[config.mk]
export PLATFORM = sky130hd
export DESIGN_NAME = dbtu_ctrl
export DESIGN_NICKNAME = d
export VERILOG_FILES = /design/src/design/depth_buffer_test_update_defines.svh /design/src/design/dbtu_pkg.sv /design/src/design/dbtu_ctrl.sv
export SDC_FILE = /design/constraint.sdc
export NUM_CORES = 1
export LEC_CHECK = 0
export ABC_AREA = 1
export BUFFER_PORTS_ARGS = -buffer_cell sky130_fd_sc_hd__buf_2
export CAP_MARGIN = 20
export CORE_AREA = 2 2 39 41
export DETAILED_ROUTE_END_ITERATION = 10
export DIE_AREA = 0 0 41 43
export GPL_ROUTABILITY_DRIVEN = 0
export GPL_TIMING_DRIVEN = 0
export SLEW_MARGIN = 20
export SYNTH_ARGS = -nofsm -noshare
export SYNTH_HDL_FRONTEND = slang
export SYNTH_SLANG_ARGS = --single-unit
[constraint.sdc]
create_clock -name clk -period 1.09 [get_ports clk]
set_input_delay 0.2725 -clock clk [delete_from_list [all_inputs] [get_ports clk]]
set_output_delay 0.2725 -clock clk [all_outputs]
set_load 0.01 [all_outputs]
[src/design/depth_buffer_test_update_defines.svh]
// ----------------------------------------------------------------------------
// Depth buffer assertion macros
// Concurrent assertion helpers for the depth buffer block; they sample on
// clk and are disabled while arst_n is low. Empty outside simulation.
// ----------------------------------------------------------------------------
`ifndef DEPTH_BUFFER_TEST_UPDATE_DEFINES_SVH
`define DEPTH_BUFFER_TEST_UPDATE_DEFINES_SVH

`ifndef SYNTHESIS
`define DBTU_ASSERT_SAME(name, ante, cons) \
	name: assert property (@(posedge clk) disable iff (!arst_n) (ante) |-> (cons)) \
	else $error("dbtu assertion failed");
`define DBTU_ASSERT_NEXT(name, ante, cons) \
	name: assert property (@(posedge clk) disable iff (!arst_n) (ante) |=> (cons)) \
	else $error("dbtu assertion failed");
`else
`define DBTU_ASSERT_SAME(name, ante, cons)
`define DBTU_ASSERT_NEXT(name, ante, cons)
`endif

`endif

[src/design/dbtu_pkg.sv]
`timescale 1ns / 1ps
// ----------------------------------------------------------------------------
// dbtu_pkg
// Shared types and constants of the depth buffer: beat structs, command
// codes, register indexes and controller/datapath interface structs.
// ----------------------------------------------------------------------------
package dbtu_pkg;

	localparam int unsigned MAX_WIDTH_DEF  = 256;
	localparam int unsigned MAX_HEIGHT_DEF = 256;
	localparam int unsigned DEPTH_BITS_DEF = 24;

	localparam int unsigned CMD_W      = 2;
	localparam int unsigned COORD_W    = 12;
	localparam int unsigned DEPTH_W    = 24;
	localparam int unsigned FRAME_W    = 9;
	localparam int unsigned APB_ADDR_W = 3;
	localparam int unsigned APB_DATA_W = 32;

	localparam logic [FRAME_W-1:0] FRAME_RESET = 9'd256;

	// command 1 and the unused code both act as a read
	localparam logic [CMD_W-1:0] CMD_TEST  = 2'd0;
	localparam logic [CMD_W-1:0] CMD_WRITE = 2'd2;

	localparam logic REG_FRAME_WIDTH  = 1'b0;
	localparam logic REG_FRAME_HEIGHT = 1'b1;

	typedef struct packed {
		logic [CMD_W-1:0]          command;
		logic signed [COORD_W-1:0] col;
		logic signed [COORD_W-1:0] row;
		logic [DEPTH_W-1:0]        depth_in;
	} in_item_t;

	typedef struct packed {
		logic               passed;
		logic               in_frame;
		logic [DEPTH_W-1:0] depth_out;
	} result_t;

	typedef struct packed {
		logic [FRAME_W-1:0] frame_width;
		logic [FRAME_W-1:0] frame_height;
	} cfg_t;

	typedef struct packed {
		logic clear;
		logic load;
		logic read;
		logic update;
	} dp_cmd_t;

	typedef struct packed {
		logic clear_last;
	} dp_status_t;

endpackage

[src/design/dbtu_ctrl.sv]
`timescale 1ns / 1ps
// ----------------------------------------------------------------------------
// dbtu_ctrl
// Sequencer: sweeps the store to far depth after reset, then runs each
// command beat through load, read and update.
// ----------------------------------------------------------------------------
module dbtu_ctrl (
	input  logic                 clk,
	input  logic                 arst_n,
	input  logic                 start,
	input  dbtu_pkg::dp_status_t status,
	output dbtu_pkg::dp_cmd_t    cmd,
	output logic                 busy,
	output logic                 result_valid
);

	typedef enum logic [1:0] {
		S_CLEAR,
		S_IDLE,
		S_READ,
		S_UPDATE
	} state_t;

	state_t state_q;
	logic   busy_q;
	logic   result_valid_q;

	always_ff @(posedge clk or negedge arst_n) begin
		if (!arst_n) begin
			state_q        <= S_CLEAR;
			busy_q         <= 1'b1;
			result_valid_q <= 1'b0;
		end else begin
			result_valid_q <= 1'b0;
			case (state_q)
				S_CLEAR: begin
					if (status.clear_last) begin
						state_q <= S_IDLE;
						busy_q  <= 1'b0;
					end
				end
				S_IDLE: begin
					if (start) begin
						state_q <= S_READ;
						busy_q  <= 1'b1;
					end
				end
				S_READ: begin
					state_q <= S_UPDATE;
				end
				S_UPDATE: begin
					state_q        <= S_IDLE;
					busy_q         <= 1'b0;
					result_valid_q <= 1'b1;
				end
				default: begin
					state_q <= S_CLEAR;
					busy_q  <= 1'b1;
				end
			endcase
		end
	end

	assign cmd.clear    = (state_q == S_CLEAR);
	assign cmd.load     = (state_q == S_IDLE) && start;
	assign cmd.read     = (state_q == S_READ);
	assign cmd.update   = (state_q == S_UPDATE);
	assign busy         = busy_q;
	assign result_valid = result_valid_q;

endmodule

==> parameters.txt <==
Parameter                              Value

Timing
  Setup clock skew after layout ... about 0.0035 ns
  Setup repair after global routing missed its margin ... yes
  Max Fclk ... between 700 and 800 MHz
  Worst-margin pin slew ... roughly 0.15 ns
  Period utilisation layout ... 127.1%
  Setup_tns ... -1.122 ns
  Min setup slack post-route ... -0.2959 ns
  Worst slew margin ... 90.25%
  Final max-slew violation count ... 0
  Final number of hold-violating endpoints ... 0
  Final count of negative-setup-slack endpoints ... 5
  Time the worst path needs with I/O delays and setup ... 1.386 ns

Floorplan
  I/O pin cnt ... 10
  Number of core rows ... 14
  Floorplan die width ... 41 um
  Die footprint ... 1763 sq um
  Starting density of the core ... between 15 and 20%
  Standard cell core area ... between 1000 and 1500 sq um
  DIE HEIGHT ... 43 um

Synthesis
  Cells after synthesis ... 27
  Synth Flop Type ... sky130_fd_sc_hd__dfrtp_1
  Net count after synthesis ... 35
  Leading post-synthesis cells by cell area ... sky130_fd_sc_hd__dfrtp_1, sky130_fd_sc_hd__ha_1, sky130_fd_sc_hd__dfstp_2
  Unique masters post-synth ... 10
  Total standard cell area after synthesis ... 241.5 sq um
  Yosys top cell by area ... sky130_fd_sc_hd__dfrtp_1
  Number of enable-type register cells in the synthesized netlist ... 0
  Share of the synthesized area in the top cell type ... 31.09%
  Async set-or-reset flop fraction in the synthesized netlist ... 100.0%
  Post-synthesis sequential area ratio ... 41.97%
  Commonest cells post-synth ... sky130_fd_sc_hd__inv_1, sky130_fd_sc_hd__nand2_1, sky130_fd_sc_hd__ha_1
  Flop and latch count out of synthesis ... 4
  Synth warnings ... 0
  Mapped Avg Cell Area ... 8.944 sq um

Worst setup path
  Launching point of the worst reg2reg path ... state_q[0]$_DFFE_PN0P_
  Crit path launch type ... flip-flop
  Library cell contributing the largest single delay on the critical path ... sky130_fd_sc_hd__dfrtp_1
  Kind of cell adding the most delay to the critical path ... flip-flops
  Number of buffer and inverter instances along the worst setup path ... 2
  Critical Path End Type ... primary output
  Category of the most critical setup path ... flip-flop to primary output
  WP data arrival ... roughly 1.1 ns
  Worst setup path startpoint ... state_q[1]$_DFFE_PN0P_
  Worst EP required ... 0.82 ns
  Stages on the worst setup path ... 3
  Biggest cell delay along the critical path ... between 0.4 and 0.5 ns
  Cells along the critical path ... buf_4 > ha_1 > buf_2
  Top fanout value on the critical path ... 4
  Last element of the critical path ... cmd[0]
  Minimum setup slack among reg-to-reg paths ... 0.03 ns
  Logic depth of the worst register-to-register path ... 6
  Critical register-to-register path endpoint ... state_q[0]$_DFFE_PN0P_

Finish
  Final net count ... 51
  Fraction of final layout cells sized beyond drive strength 1 ... 54.76%
  Filler Cell Count ... approximately 150
  Diode count ... 0
  Signed area change from the synthesized netlist to the final layout ... 58.03%
  Post-route non-filler standard cell count ... 58

Clock tree
  Clock network latency to the later pin of the worst-skew pair ... between 0.2 and 0.25 ns
  H-tree level count ... 1
  Total CTS buffers ... 3
  Number of clock sinks ... 4
  Clk slew on worst S/H paths ... 0.04 ns
  Clock tree from TritonCTS ... yes
  Root buffer cell ... sky130_fd_sc_hd__clkbuf_4
  Buffers from clock root to sink, at most ... 2

Routing
  WL final ... 410 um
  First-pass detailed-route iteration total ... 2
  Number of vias after detailed routing ... 212
  Number of DRC markers after the initial detailed-route iteration ... 3
  Avg WL per Cell ... 7.069 um
  Number of remaining DRC errors ... 0
  Avg Vias per Cell ... around 3.7
  Number of antenna-violating nets in the routed design ... 0

Placed design
  Total placed cells including tap cells ... 52
  Input/output buffers ... 9
  Worst Setup Slack post-DPL ... -0.1279 ns
  HPWL after detailed placement ... 327.4 um

Power
  Total power draw ... 1.103 mW
  Maximum resistive drop on vdd ... 0.7822 mV
  Static leakage ... approximately 0.21 nW
  Power density cells ... 2890 nW/um^2

Global routing
  Global-route track usage on met2 ... 8.125%
  Largest net degree at the start of global routing ... 5
  Global routing met1 resource utilization ... 5.825%
  GR Overflow Total ... 0
  Met3 usage ... 4.712%
  Via count of the first global-routing pass ... 192
  GR peak layer ... met2
  GRT Resource Usage Total ... about 5.9%
  Number of antenna violations at the first check in global routing ... 0
  Global-route wire length before repair ... 662 um

Run status
  Run status ... finished, violations left
  Violated checks ... setup timing

Flow run
  MaxCap Viol Count ... 0

Min path
  Tightest Hold Check Type ... primary input to flip-flop
==> worst min-delay path by stage <==
stage | to | start | cells past startpoint
4_1_cts | busy$_DFFE_PN1P_ | start | 3
6_report | busy$_DFFE_PN1P_ | start | 3
5_1_grt | busy$_DFFE_PN1P_ | start | 3
2_1_floorplan | result_valid$_DFF_PN0_ | arst_n | 0
3_5_place_dp | result_valid$_DFF_PN0_ | arst_n | 1
3_3_place_gp | result_valid$_DFF_PN0_ | arst_n | 1
==> logic make-up (layout without fill, tap and decap cells) <==
kind of cell,Yosys count,count (layout),synth area share [%]
simple gates,12,12,25.91
buf+inv,6,21,9.326
fa+ha+maj,4,4,20.73
flops,4,4,41.97
compound gates,1,1,2.071
==> worst register-to-register path, delay by kind of cell (launching register included) <==
family / cells / cell delay [ns]
flip-flops: 1 / 0.43
AO/OA/AOI/OAI: 1 / 0.07
adder cells (fa/ha/maj): 1 / 0.20
AND/OR/NAND/NOR: 3 / 0.20
buffers and inverters: 1 / 0.09
==> report_power, final <==
group / leakage (nW) / internal [mW] / switching (mW) / total (mW)
Sequential: 0.0455 / 0.242 / 0.0679 / 0.310
Combinational: 0.153 / 0.292 / 0.297 / 0.589
Clock: 0.0150 / 0.138 / 0.0664 / 0.204
Total: 0.214 / 0.672 / 0.431 / 1.10
==> layout make-up <==
cell class                      instances  area [sq um]  share of cell area [%]
Multi-Input combinational cell         17         135.1                   35.41
Inverter                                6         22.52                   5.902
Clock buffer                            4         26.28                   6.885
Sequential cell                         4         102.6                   26.89
Tap cell                               16         20.02                   5.246
Timing Repair Buffer                   11         75.07                   19.67
==> stage by stage <==
step                      area [sq um]  util, %  hold WS (ns)
after floorplan                  241.5        -      -0.02309
final                            381.6    27.58        0.2942
after global routing             381.6    27.58        0.2943
after detailed placement         306.5    22.15       0.08120
after CTS                        365.4    26.40        0.2791
after global placement           306.5    22.15       0.08052
==> metal layers <==
metal  part of all wire (%)  up-vias
met1                     38       89
li1                       -      115
met2                     51        8
met5                      0        -
met3                     11        0
met4                      0        0
==> state kept, by name, indices dropped and copies added (netlist names) <==
signal and flops:
result_valid 1, busy 1, state_q 2
==> layout by cell type, fill, tap and decap left out <==
master and n:
sky130_fd_sc_hd__nand4_1 1, sky130_fd_sc_hd__buf_4 1, sky130_fd_sc_hd__clkbuf_1 1, sky130_fd_sc_hd__dfrtp_1 2, sky130_fd_sc_hd__buf_2 7, sky130_fd_sc_hd__inv_1 4
sky130_fd_sc_hd__nand2_2 3, sky130_fd_sc_hd__nand3_1 2, sky130_fd_sc_hd__inv_2 2, sky130_fd_sc_hd__ha_4 1, sky130_fd_sc_hd__nand2_4 1, sky130_fd_sc_hd__dlygate4sd3_1 1
sky130_fd_sc_hd__buf_6 2, sky130_fd_sc_hd__dfrtp_2 1, sky130_fd_sc_hd__ha_1 2, sky130_fd_sc_hd__nand2_1 5, sky130_fd_sc_hd__dfstp_2 1, sky130_fd_sc_hd__o21ai_1 1
sky130_fd_sc_hd__clkbuf_4 3, sky130_fd_sc_hd__ha_2 1
==> repair_timing <==
item,in CTS,in global routing
endpoints found under the setup margin,7,8
cloned,0,0
pin swaps,1,1
setup buffers,0,1
resized for setup,6,3
hold buffers,1,0
endpoints found under the hold margin,3,0
Note: power is estimated with default switching activity, not from simulation.
