$ cat config.mk
export PLATFORM = sky130hd
export DESIGN_NAME = dbtu_regs
export DESIGN_NICKNAME = d
export VERILOG_FILES = /design/src/design/depth_buffer_test_update_defines.svh /design/src/design/dbtu_pkg.sv /design/src/design/dbtu_regs.sv
export SDC_FILE = /design/constraint.sdc
export NUM_CORES = 1
export LEC_CHECK = 0
export ABC_AREA = 1
export BUFFER_PORTS_ARGS = -buffer_cell sky130_fd_sc_hd__buf_2
export CAP_MARGIN = 20
export CORE_ASPECT_RATIO = 2
export CORE_MARGIN = 10
export CORE_UTILIZATION = 34
export CTS_CLUSTER_DIAMETER = 80
export DETAILED_ROUTE_END_ITERATION = 8
export GPL_TIMING_DRIVEN = 1
export PLACE_DENSITY_LB_ADDON = 0.1
export SYNTH_ARGS = -nofsm -noshare
export SYNTH_HDL_FRONTEND = slang
export SYNTH_SLANG_ARGS = --single-unit
$ cat constraint.sdc
create_clock -name clk -period 0.8 [get_ports clk]
set_input_delay 0.16 -clock clk [delete_from_list [all_inputs] [get_ports clk]]
set_output_delay 0.16 -clock clk [all_outputs]
set_load 0.1 [all_outputs]
$ cat src/design/depth_buffer_test_update_defines.svh
// ----------------------------------------------------------------------------
// Depth buffer assertion macros
// Concurrent assertion helpers for the depth buffer block; they sample on
// clk and are disabled while arst_n is low. Empty outside simulation.
// ----------------------------------------------------------------------------
`ifndef DEPTH_BUFFER_TEST_UPDATE_DEFINES_SVH
`define DEPTH_BUFFER_TEST_UPDATE_DEFINES_SVH

`ifndef SYNTHESIS
`define DBTU_ASSERT_SAME(name, ante, cons) \
	name: assert property (@(posedge clk) disable iff (!arst_n) (ante) |-> (cons)) \
	else $error("dbtu assertion failed");
`define DBTU_ASSERT_NEXT(name, ante, cons) \
	name: assert property (@(posedge clk) disable iff (!arst_n) (ante) |=> (cons)) \
	else $error("dbtu assertion failed");
`else
`define DBTU_ASSERT_SAME(name, ante, cons)
`define DBTU_ASSERT_NEXT(name, ante, cons)
`endif

`endif

$ cat src/design/dbtu_pkg.sv
`timescale 1ns / 1ps
// ----------------------------------------------------------------------------
// dbtu_pkg
// Shared types and constants of the depth buffer: beat structs, command
// codes, register indexes and controller/datapath interface structs.
// ----------------------------------------------------------------------------
package dbtu_pkg;

	localparam int unsigned MAX_WIDTH_DEF  = 256;
	localparam int unsigned MAX_HEIGHT_DEF = 256;
	localparam int unsigned DEPTH_BITS_DEF = 24;

	localparam int unsigned CMD_W      = 2;
	localparam int unsigned COORD_W    = 12;
	localparam int unsigned DEPTH_W    = 24;
	localparam int unsigned FRAME_W    = 9;
	localparam int unsigned APB_ADDR_W = 3;
	localparam int unsigned APB_DATA_W = 32;

	localparam logic [FRAME_W-1:0] FRAME_RESET = 9'd256;

	// command 1 and the unused code both act as a read
	localparam logic [CMD_W-1:0] CMD_TEST  = 2'd0;
	localparam logic [CMD_W-1:0] CMD_WRITE = 2'd2;

	localparam logic REG_FRAME_WIDTH  = 1'b0;
	localparam logic REG_FRAME_HEIGHT = 1'b1;

	typedef struct packed {
		logic [CMD_W-1:0]          command;
		logic signed [COORD_W-1:0] col;
		logic signed [COORD_W-1:0] row;
		logic [DEPTH_W-1:0]        depth_in;
	} in_item_t;

	typedef struct packed {
		logic               passed;
		logic               in_frame;
		logic [DEPTH_W-1:0] depth_out;
	} result_t;

	typedef struct packed {
		logic [FRAME_W-1:0] frame_width;
		logic [FRAME_W-1:0] frame_height;
	} cfg_t;

	typedef struct packed {
		logic clear;
		logic load;
		logic read;
		logic update;
	} dp_cmd_t;

	typedef struct packed {
		logic clear_last;
	} dp_status_t;

endpackage

$ cat src/design/dbtu_regs.sv
`timescale 1ns / 1ps
// ----------------------------------------------------------------------------
// dbtu_regs
// APB register file holding the frame width and frame height.
// ----------------------------------------------------------------------------
module dbtu_regs (
	input  logic                                 clk,
	input  logic                                 arst_n,
	input  logic                                 psel,
	input  logic                                 penable,
	input  logic                                 pwrite,
	input  logic [dbtu_pkg::APB_ADDR_W-1:0]      paddr,
	input  logic [dbtu_pkg::APB_DATA_W-1:0]      pwdata,
	output logic [dbtu_pkg::APB_DATA_W-1:0]      prdata,
	output logic                                 pready,
	output dbtu_pkg::cfg_t                       cfg
);

	dbtu_pkg::cfg_t cfg_q;
	logic           reg_idx;
	logic           wr_en;

	assign reg_idx = paddr[2];
	assign wr_en   = psel && penable && pwrite && pready;
	assign pready  = 1'b1;
	assign cfg     = cfg_q;

	always_ff @(posedge clk or negedge arst_n) begin
		if (!arst_n) begin
			cfg_q.frame_width  <= dbtu_pkg::FRAME_RESET;
			cfg_q.frame_height <= dbtu_pkg::FRAME_RESET;
		end else if (wr_en) begin
			case (reg_idx)
				dbtu_pkg::REG_FRAME_WIDTH:  cfg_q.frame_width  <= pwdata[dbtu_pkg::FRAME_W-1:0];
				dbtu_pkg::REG_FRAME_HEIGHT: cfg_q.frame_height <= pwdata[dbtu_pkg::FRAME_W-1:0];
				default: cfg_q <= cfg_q;
			endcase
		end
	end

	always_comb begin
		case (reg_idx)
			dbtu_pkg::REG_FRAME_WIDTH:
				prdata = dbtu_pkg::APB_DATA_W'(cfg_q.frame_width);
			dbtu_pkg::REG_FRAME_HEIGHT:
				prdata = dbtu_pkg::APB_DATA_W'(cfg_q.frame_height);
			default: prdata = '0;
		endcase
	end

endmodule

==> impl_results.md, run 1 <==
* Peak supply drop at 2.23 mV
* Total grt overflow at 0
* Final layout net count at 255
* Die height at 98.7 um
* Routed vias at 1191
* Pre-CTS setup slack at -0.293 ns
* H-tree depth at 1
* Number of global-route vias before repair at 1314
* Post-Layout Cell Count at 244
* Worst Path Max Fanout at 3
* Remaining antenna violation count after routing at 0
* Fmax at 725 MHz
* CP arrival at 1.22 ns
* Final slew viol count at 0
* Critical path required time at 0.64 ns
* Row cnt at 28
* Num ports at 91
* Hold Path Class: input port to register
* Clock latency on the worst-skew pair at 0.25 ns
* Die width at 59.4 um
* Yosys Warn Count at 0
* Largest net degree at the start of global routing at 19
* Core area at 0.00298 mm2
* GRT busiest layer: met2
* Total power at 7.33 mW
* Period minus WS final at 1.38 ns
* Worst setup EP type: output pin
* Avg WL per Cell at 18.8 um
* Share of the cycle needed by the critical path after routing at 172%
* GR Layer Usage met2 at 26.1%
* CTS Root Buffer Type: clkbuf_8
* Layout cells sized above 1 at 73.8%
* Final hold vios at 0
* I/O Buffers at 41
* DRC at 0
* Area Overhead vs Synth at 143%
* # fillers at 154
* CTS tree: built
* Setup Skew at 0 ns
* Total Routing Usage GR at 14.0%
* Sequential cell area fraction in the yosys report at 43.0%
* Initial Util at 35.4%
* Leakage at 1.26 nW
* First-pass GRT wire length at 6.49 mm
* CP startpoint kind: register
* Failing checks: setup timing
* Synthesized area at 0.00105 mm2
* Flops & latches, synth at 18
* Max reg flops at 18
* Most frequent cells in the layout: buf_12 (35), conb_1 (24), nand2_4 (23), buf_6 (22), nand2_2 (20)
* Register area at 520 um2
* Drt first pass iters at 4
* PD cells at 2860 mW/mm2
* Min setup slack post-route at -0.579 ns
* Post-Syn Instances at 135
* Status: finished with violations
* Core Util, Final at 86.0%
* RePlAce Congestion at 0.810
* Clk slew on worst S/H paths at 0.08 ns
* WL final at 4.59 mm
* CTS Buf Count at 3
* Die Area at 0.00586 mm2
* Final TNS setup at -12.99 ns
* Multi-input logic area at 823 um2
* Setup CP Type: register to output pin
* # clock sinks at 18
* GR Util met1 at 13.4%
* Setup Viol. Count Final at 41
* Clock buffer depth at 2
* HPWL after detailed placement at 3.12 mm
* Syn_area_per_cell at 7.80 um2
* Max_cap viols at 0
* Antenna Cells at 0
* Commonest non-fill, non-tap cell in the layout: buf_12
* Vias per cell at 4.88
* Inst Count DP at 228
* First DRT Iteration DRCs at 24
* Antenna violations before repair at 0
* Yosys cell types at 14
* Met3 usage at 4.24%
* RSZ-0062 raised after global routing: yes
[cell type report]
class                      instances  share of cell area (%)
timing repair buffer              81                    43.7
multi-input combinational        109                    32.2
sequential                        18                    20.3
clock buffer                       4                    1.76
tap                               30                    1.47
inverter                           2                   0.587
[cell usage after synthesis]
master / n / share of area (%)
nand2_1: 63 / 22
buf_4: 25 / 18
nand3_1: 17 / 8.1
dfrtp_1: 16 / 38
conb_1: 2 / 0.71
dfstp_2: 2 / 5.0
inv_2: 2 / 0.71
nand4_2: 2 / 2.4
buf_2: 1 / 0.47
buf_6: 1 / 1.1
clkbuf_4: 1 / 0.71
nand2_2: 1 / 0.59
nand3_2: 1 / 0.95
nor2_4: 1 / 1.1
[worst paths after layout]
| check | from | end | slack [ns] | cells past startpoint |
|---|---|---|---|---|
| max | cfg[17] | prdata[8] | -0.58 | 3 |
| min | pwdata[8] | cfg[8] | 0.13 | 3 |
| max reg2reg | cfg[8] | cfg[8] | -0.18 | 4 |
| min reg2reg | cfg[12] | cfg[12] | 0.57 | 2 |
| max in group asynchronous | arst_n | cfg[17] | 0.18 | 2 |
| min in group asynchronous | arst_n | cfg[13] | 0.34 | 2 |
[stage by stage]
step	hold slack, ns	instance area (um2)
2_1_floorplan	-0.136	1440
5_1_grt	0.133	2560
3_5_place_dp	0.121	2170
3_3_place_gp	0.115	2170
6_report	0.130	2560
4_1_cts	0.125	2370
[cells by family after synthesis]
family | after synthesis | synth area share (%)
buffers and inverters | 30 | 20.8
AND/OR/NAND/NOR | 85 | 35.5
other | 2 | 0.713
flip-flops | 18 | 43.0
[report_power, final]
group          total, mW  switching [mW]  internal, mW
Clock              0.688           0.334         0.355
Sequential          1.47           0.263          1.21
Combinational       5.17            3.28          1.88
[worst max-delay path, cell delays in order (launching register included)]
cell and delay, ns:
dfstp_4 0.65, nand2_4 0.07, nand2_8 0.07, buf_12 0.16
[repair_timing]
| action | CTS | global route |
|---|---|---|
| gates cloned | 0 | 1 |
| gates resized for setup | 34 | 31 |
| setup buffers | 2 | 8 |
| pin swaps | 14 | 14 |
| hold buffers | 1 | 0 |
| endpoints found under the setup margin | 39 | 51 |
| endpoints found under the hold margin | 16 | 0 |
[routing by layer]
metal | wire length [um] | part of all wire, % | vias to the layer above
met5 | 0 | 0 | -
met1 | 1530 | 33 | 582
met2 | 2650 | 58 | 53
met4 | 177 | 3.9 | 0
met3 | 235 | 5.1 | 16
li1 | - | - | 540
(Power assumes the default switching activity.)
==> run 2, diff against run 1 <==
--- a/config.mk
+++ b/config.mk
@@ -10,11 +10,12 @@
 export CAP_MARGIN = 20
 export CORE_ASPECT_RATIO = 2
 export CORE_MARGIN = 10
-export CORE_UTILIZATION = 34
+export CORE_UTILIZATION = 37
 export CTS_CLUSTER_DIAMETER = 80
 export DETAILED_ROUTE_END_ITERATION = 8
 export GPL_TIMING_DRIVEN = 1
 export PLACE_DENSITY_LB_ADDON = 0.1
+export REMOVE_ABC_BUFFERS = 1
 export SYNTH_ARGS = -nofsm -noshare
 export SYNTH_HDL_FRONTEND = slang
 export SYNTH_SLANG_ARGS = --single-unit
==> constraint.sdc (replaced) <==
create_clock -name clk -period 1.53 [get_ports clk]
set_input_delay 0.306 -clock clk [delete_from_list [all_inputs] [get_ports clk]]
set_output_delay 0.306 -clock clk [all_outputs]
set_load 0.1 [all_outputs]
==> run 2 against run 1 <==
  * The run now ends clean
  * Critical path depth unchanged
  * First-iteration DRC count decreased by 4.2%
  * Final cell count decreased by 16%
  * Setup slack improved by 0.64 ns
  * Combinational power decreased by 66%
  * Clock skew unchanged
  * Sequential power decreased by 56%
  * Global-route usage decreased by 4.5 points
  * Sequential share of layout area increased by 12 points
  * Largest power group unchanged
  * Highest routed layer unchanged
==> impl_results.md, run 2 (same netlist as run 1, synthesis figures left out) <==
* Remaining antenna violation count after routing at 0 (unchanged)
* # hold bufs at CTS at 1 (unchanged)
* Met3 usage at 3.99% (-0.25 points)
* Most frequent cells in the layout: nand2_1 (63), buf_2 (30), conb_1 (24), nand3_1 (17), dfrtp_1 (16)
* Setup Skew at 0 ns (unchanged)
* Max_cap viols at 0 (unchanged)
* Initial Util at 38.5% (+3.1 points)
* WL final at 2.80 mm (-39%)
* Final hold vios at 0 (unchanged)
* Core area at 0.00274 mm2 (-8.1%)
* Num ports at 91 (unchanged)
* Share of the cycle needed by the critical path after routing at 96.2%
* Vias per cell at 4.43 (-9.3%)
* Layout cells sized above 1 at 31.3% (-43 points)
* CP startpoint kind: register
* First DRT Iteration DRCs at 23 (-4.2%)
* CTS Root Buffer Type: clkbuf_8
* Inst Count DP at 200 (-12%)
* I/O Buffers at 41 (unchanged)
* GR Util met1 at 9.92% (-3.5 points)
* GRT busiest layer: met2
* Clk slew on worst S/H paths at 0.07 ns (about the same)
* Drt first pass iters at 4 (unchanged)
* CTS Buf Count at 3 (unchanged)
* Worst Path Max Fanout at 3 (unchanged)
* Antenna Cells at 0 (unchanged)
* Status: finished, final reports clean
* Commonest non-fill, non-tap cell in the layout: nand2_1
* Die Area at 0.00551 mm2 (-6.0%)
* Avg WL per Cell at 13.6 um (-28%)
* Hold depth at 3 (unchanged)
* Path depth of the worst reg2reg path at 2 (-2)
* Largest net degree at the start of global routing at 20 (+1)
* Total power at 2.80 mW (-62%)
* Total grt overflow at 0 (unchanged)
* DRC at 0 (unchanged)
* RePlAce Congestion at 0.673 (-17%)
* CTS resizes at 0 (-100%)
* Clock latency on the worst-skew pair at 0.24 ns (about the same)
* Hold Slack at 0.288 ns (+0.158 ns)
* Antenna violations before repair at 0 (unchanged)
* GR Layer Usage met2 at 16.6% (-9.4 points)
* Worst setup EP type: output pin
* Setup repair bufs after CTS at 0 (-2)
* Post-Layout Cell Count at 205 (-16%)
* Peak supply drop at 1.08 mV (-52%)
* RSZ-0062 raised after global routing: no
* Setup CP Type: register to output pin
* # fillers at 292 (+90%)
* First-pass GRT wire length at 4.35 mm (-33%)
* Critical path required time at 1.22 ns (+0.58 ns)
* Number of global-route vias before repair at 908 (-31%)
* Max reg flops at 18 (unchanged)
* Setup Viol. Count Final at 0 (-100%)
* Total Routing Usage GR at 9.51% (-4.5 points)
* Area Overhead vs Synth at 33.3%
* Leakage at 0.814 nW (-35%)
* Fmax at 679 MHz
* Final TNS setup at 0 ns (+12.99 ns)
* Row cnt at 27 (-3.6%)
* Hold Path Class: input port to register
* PD cells at 1990 mW/mm2 (-30%)
* H-tree depth at 1 (unchanged)
* HPWL after detailed placement at 2.21 mm (-29%)
* Period minus WS final at 1.47 ns
* CP arrival at 1.17 ns (-0.05 ns)
* Final layout net count at 217 (-15%)
* Routed vias at 908 (-24%)
* Die width at 57.7 um (-2.7%)
* Pre-CTS setup slack at 0.0988 ns (+0.392 ns)
* Die height at 95.5 um (-3.3%)
* # clock sinks at 18 (unchanged)
* Min setup slack post-route at 0.0578 ns (+0.637 ns)
* Final slew viol count at 0 (unchanged)
* Clock buffer depth at 2 (unchanged)
* CTS tree: built
-- run 2: cell count changes in the layout (fill, tap and decap cells not counted), sizes merged --
| cell | before | now |
|---|---|---|
| buf | 78 | 42 |
| clkbuf | 6 | 4 |
-- run 2: worst max-delay path, stage by stage, from the launching register on --
cell,delay (ns)
dfstp_2,0.57
nand2_1,0.06
nand2_1,0.11
buf_12,0.18
-- run 2: metrics by stage --
| stage | cell area (um2) | utilization (%) |
|---|---|---|
| 3_5_place_dp | 1340 | 48.9 |
| 5_1_grt | 1400 | 51.3 |
| 3_3_place_gp | 1340 | 48.9 |
| 2_1_floorplan | 925 | - |
| 6_report | 1400 | 51.3 |
| 4_1_cts | 1400 | 51.3 |
-- run 2: power by group --
part	internal, mW	leakage (nW)	switching, mW
registers	0.573	0.222	0.0699
logic	0.330	0.563	1.45
clock network	0.228	0.0288	0.146
-- run 2: worst paths after layout --
path,startpoint,endpoint,slack [ns]
min in group asynchronous,arst_n,cfg[11],0.52
hold reg to reg,cfg[8],cfg[8],0.49
max in group asynchronous,arst_n,cfg[8],0.69
setup / recovery,cfg[17],prdata[8],0.06
setup reg to reg,cfg[17],cfg[17],0.78
hold / removal,pwdata[8],cfg[8],0.29
-- run 2: layer usage --
| layer | wire [um] | vias to the layer above |
|---|---|---|
| met5 | 0 | - |
| li1 | - | 453 |
| met2 | 1420 | 40 |
| met4 | 14 | 0 |
| met3 | 288 | 2 |
| met1 | 1070 | 413 |
-- run 2: layout make-up --
type / instances / area, um2 / share of cell area [%]
Multi-Input combinational cell: 109 / 464 / 33.1
Sequential cell: 18 / 453 / 32.3
Timing Repair Buffer: 43 / 388 / 27.6
Clock buffer: 4 / 55.1 / 3.92
Tap cell: 29 / 36.3 / 2.58
Inverter: 2 / 7.51 / 0.535
==> run 3, diff against run 2 <==
--- a/config.mk
+++ b/config.mk
@@ -10,7 +10,7 @@
 export CAP_MARGIN = 20
 export CORE_ASPECT_RATIO = 2
 export CORE_MARGIN = 10
-export CORE_UTILIZATION = 37
+export CORE_UTILIZATION = 40
 export CTS_CLUSTER_DIAMETER = 80
 export DETAILED_ROUTE_END_ITERATION = 8
 export GPL_TIMING_DRIVEN = 1
==> constraint.sdc (replaced) <==
create_clock -name clk -period 1.9 [get_ports clk]
set_input_delay 0.38 -clock clk [delete_from_list [all_inputs] [get_ports clk]]
set_output_delay 0.38 -clock clk [all_outputs]
set_load 0.1 [all_outputs]
==> run 3 against run 2 <==
  * Die area is 5.4% lower
  * Sequential power down 20%
  * Non-clock buffer count down 1
  * Critical path type unchanged
  * First-iteration DRC count is 61% higher
  * Power shrank 22%
  * Flip-flop and latch count unchanged
  * Global-route usage grew 1.5 points
  * Core utilization rose by 1.9 points
  * Clock-buffer cell count shrank 1
  * Register-to-register slack improved by 0.41 ns
  * Final area shrank 3.9%
  * Setup slack gained 0.24 ns
==> impl_results.md, run 3 (same netlist as run 1, synthesis figures left out) <==
* Status: finished, final reports clean
* Remaining antenna violation count after routing at 0 (unchanged)
* Crit-path slowest cell: dfstp_2
* DRC at 0 (unchanged)
* Setup CP Type: register to output pin
* Num ports at 91 (unchanged)
* Leakage at 0.793 nW (-2.5%)
* Routed vias at 945 (+4.1%)
* Most frequent cells in the layout: nand2_1 (63), buf_2 (32), conb_1 (24), nand3_1 (17), dfrtp_1 (16)
* WL final at 2.86 mm (+2.4%)
* GR Layer Usage met2 at 19.1% (+2.5 points)
* Row cnt at 26 (-3.7%)
* Final slew viol count at 0 (unchanged)
* Register area at 453 um2 (unchanged)
* Total grt overflow at 0 (unchanged)
* CP startpoint kind: register
* Clock latency on the worst-skew pair at 0.25 ns (about the same)
* Min setup slack post-route at 0.300 ns (+0.243 ns)
* Final Cell Area at 0.00135 mm2 (-3.9%)
* Layout cells sized above 1 at 31.0% (-0.22 points)
* Share of the cycle needed by the critical path after routing at 84.2%
* Reg2Reg Setup Slack at 1.19 ns (+0.41 ns)
* # hold bufs at CTS at 0 (-1)
* CP bufs+invs at 1 (unchanged)
* Initial Util at 41.5% (+3.0 points)
* Final hold vios at 0 (unchanged)
* # fillers at 258 (-12%)
* HPWL after detailed placement at 2.20 mm (-0.15%)
* First-pass GRT wire length at 4.70 mm (+7.9%)
* # clock sinks at 18 (unchanged)
* Post-DP Area at 0.00131 mm2 (-2.3%)
* Die height at 92.6 um (-3.0%)
* I/O Buffers at 41 (unchanged)
* Final TNS setup at 0 ns (unchanged)
* RSZ-0062 raised after global routing: no
* Setup Viol. Count Final at 0 (unchanged)
* H-tree depth at 1 (unchanged)
* Hold Slack at 0.0510 ns (-0.237 ns)
* Core Util, Final at 53.2% (+1.9 points)
* CTS Root Buffer Type: clkbuf_8
* Worst setup EP type: output pin
* Avg WL per Cell at 14.2 um (+3.9%)
* RePlAce Congestion at 0.657 (-2.4%)
* First DRT Iteration DRCs at 37 (+61%)
* Clk slew on worst S/H paths at 0.07 ns (about the same)
* Die width at 56.3 um (-2.5%)
* Slowest stage delay, CP at 0.54 ns (-0.03 ns)
* Die Area at 0.00521 mm2 (-5.4%)
* Period minus WS final at 1.60 ns
* Multi-input logic area at 464 um2 (unchanged)
* Number of global-route vias before repair at 966 (+6.4%)
* CTS Buf Count at 3 (unchanged)
* Setup repair bufs after CTS at 0 (unchanged)
* Total Routing Usage GR at 11.0% (+1.5 points)
* Met3 usage at 5.75% (+1.8 points)
* Critical path required time at 1.52 ns (+0.30 ns)
* Pre-CTS setup slack at 0.370 ns (+0.271 ns)
* Max reg flops at 18 (unchanged)
* Area Overhead vs Synth at 28.0%
* CP arrival at 1.22 ns (+0.05 ns)
* Commonest non-fill, non-tap cell in the layout: nand2_1
* Antenna Cells at 0 (unchanged)
* GR Util met1 at 10.4% (+0.44 points)
* GRT busiest layer: met2
* Fmax at 625 MHz
* CTS tree: built
* Max_cap viols at 0 (unchanged)
* Worst Path Max Fanout at 3 (unchanged)
* Worst-path cell chain: buf_2
* Antenna violations before repair at 0 (unchanged)
* CTS resizes at 0 (unchanged)
* CP top delay family: flip-flops
* Peak supply drop at 0.747 mV (-31%)
* PD cells at 1630 mW/mm2 (-18%)
* Core area at 0.00254 mm2 (-7.3%)
* Vias per cell at 4.68 (+5.6%)
* Drt first pass iters at 4 (unchanged)
* Clock buffer depth at 2 (unchanged)
* Final layout net count at 216 (-0.46%)
* Hold Path Class: input port to asynchronous set/reset pin
* Largest net degree at the start of global routing at 20 (unchanged)
* Setup Skew at 0 ns (unchanged)
-- run 3: path summary, 6_finish.rpt --
check,to,cells after the start,start
min in group clk,cfg[8],3,pwdata[8]
worst max register to register,cfg[17],2,cfg[17]
max in group asynchronous,cfg[17],1,arst_n
worst min-delay path,cfg[16],1,arst_n
worst min register to register,cfg[8],2,cfg[8]
worst max-delay path,cfg[17],1,cfg[17]
-- run 3: report_power, final --
part | internal (mW) | switching (mW) | total [mW]
clock network | 0.141 | 0.129 | 0.270
logic | 0.239 | 1.17 | 1.41
registers | 0.461 | 0.0528 | 0.514
total | 0.841 | 1.35 | 2.19
-- run 3: through the flow --
step / power, mW / cells
finish: 2.19 / 202
global route: 2.27 / 202
CTS: 2.20 / 202
detailed placement: 1.94 / 199
global placement: 1.93 / 199
floorplan: 1.62 / 129
-- run 3: metal layers --
metal	vias up	routed length (um)
met5	-	0
met4	0	39
met3	4	354
met2	44	1420
met1	443	1050
li1	454	-
-- run 3: layout make-up --
type | instances | share of cell area (%)
flip-flops and latches | 18 | 33.6
repair buffers | 42 | 25.8
clock buffers | 3 | 3.06
multi-input cells | 109 | 34.4
well taps | 28 | 2.60
inverters | 2 | 0.557
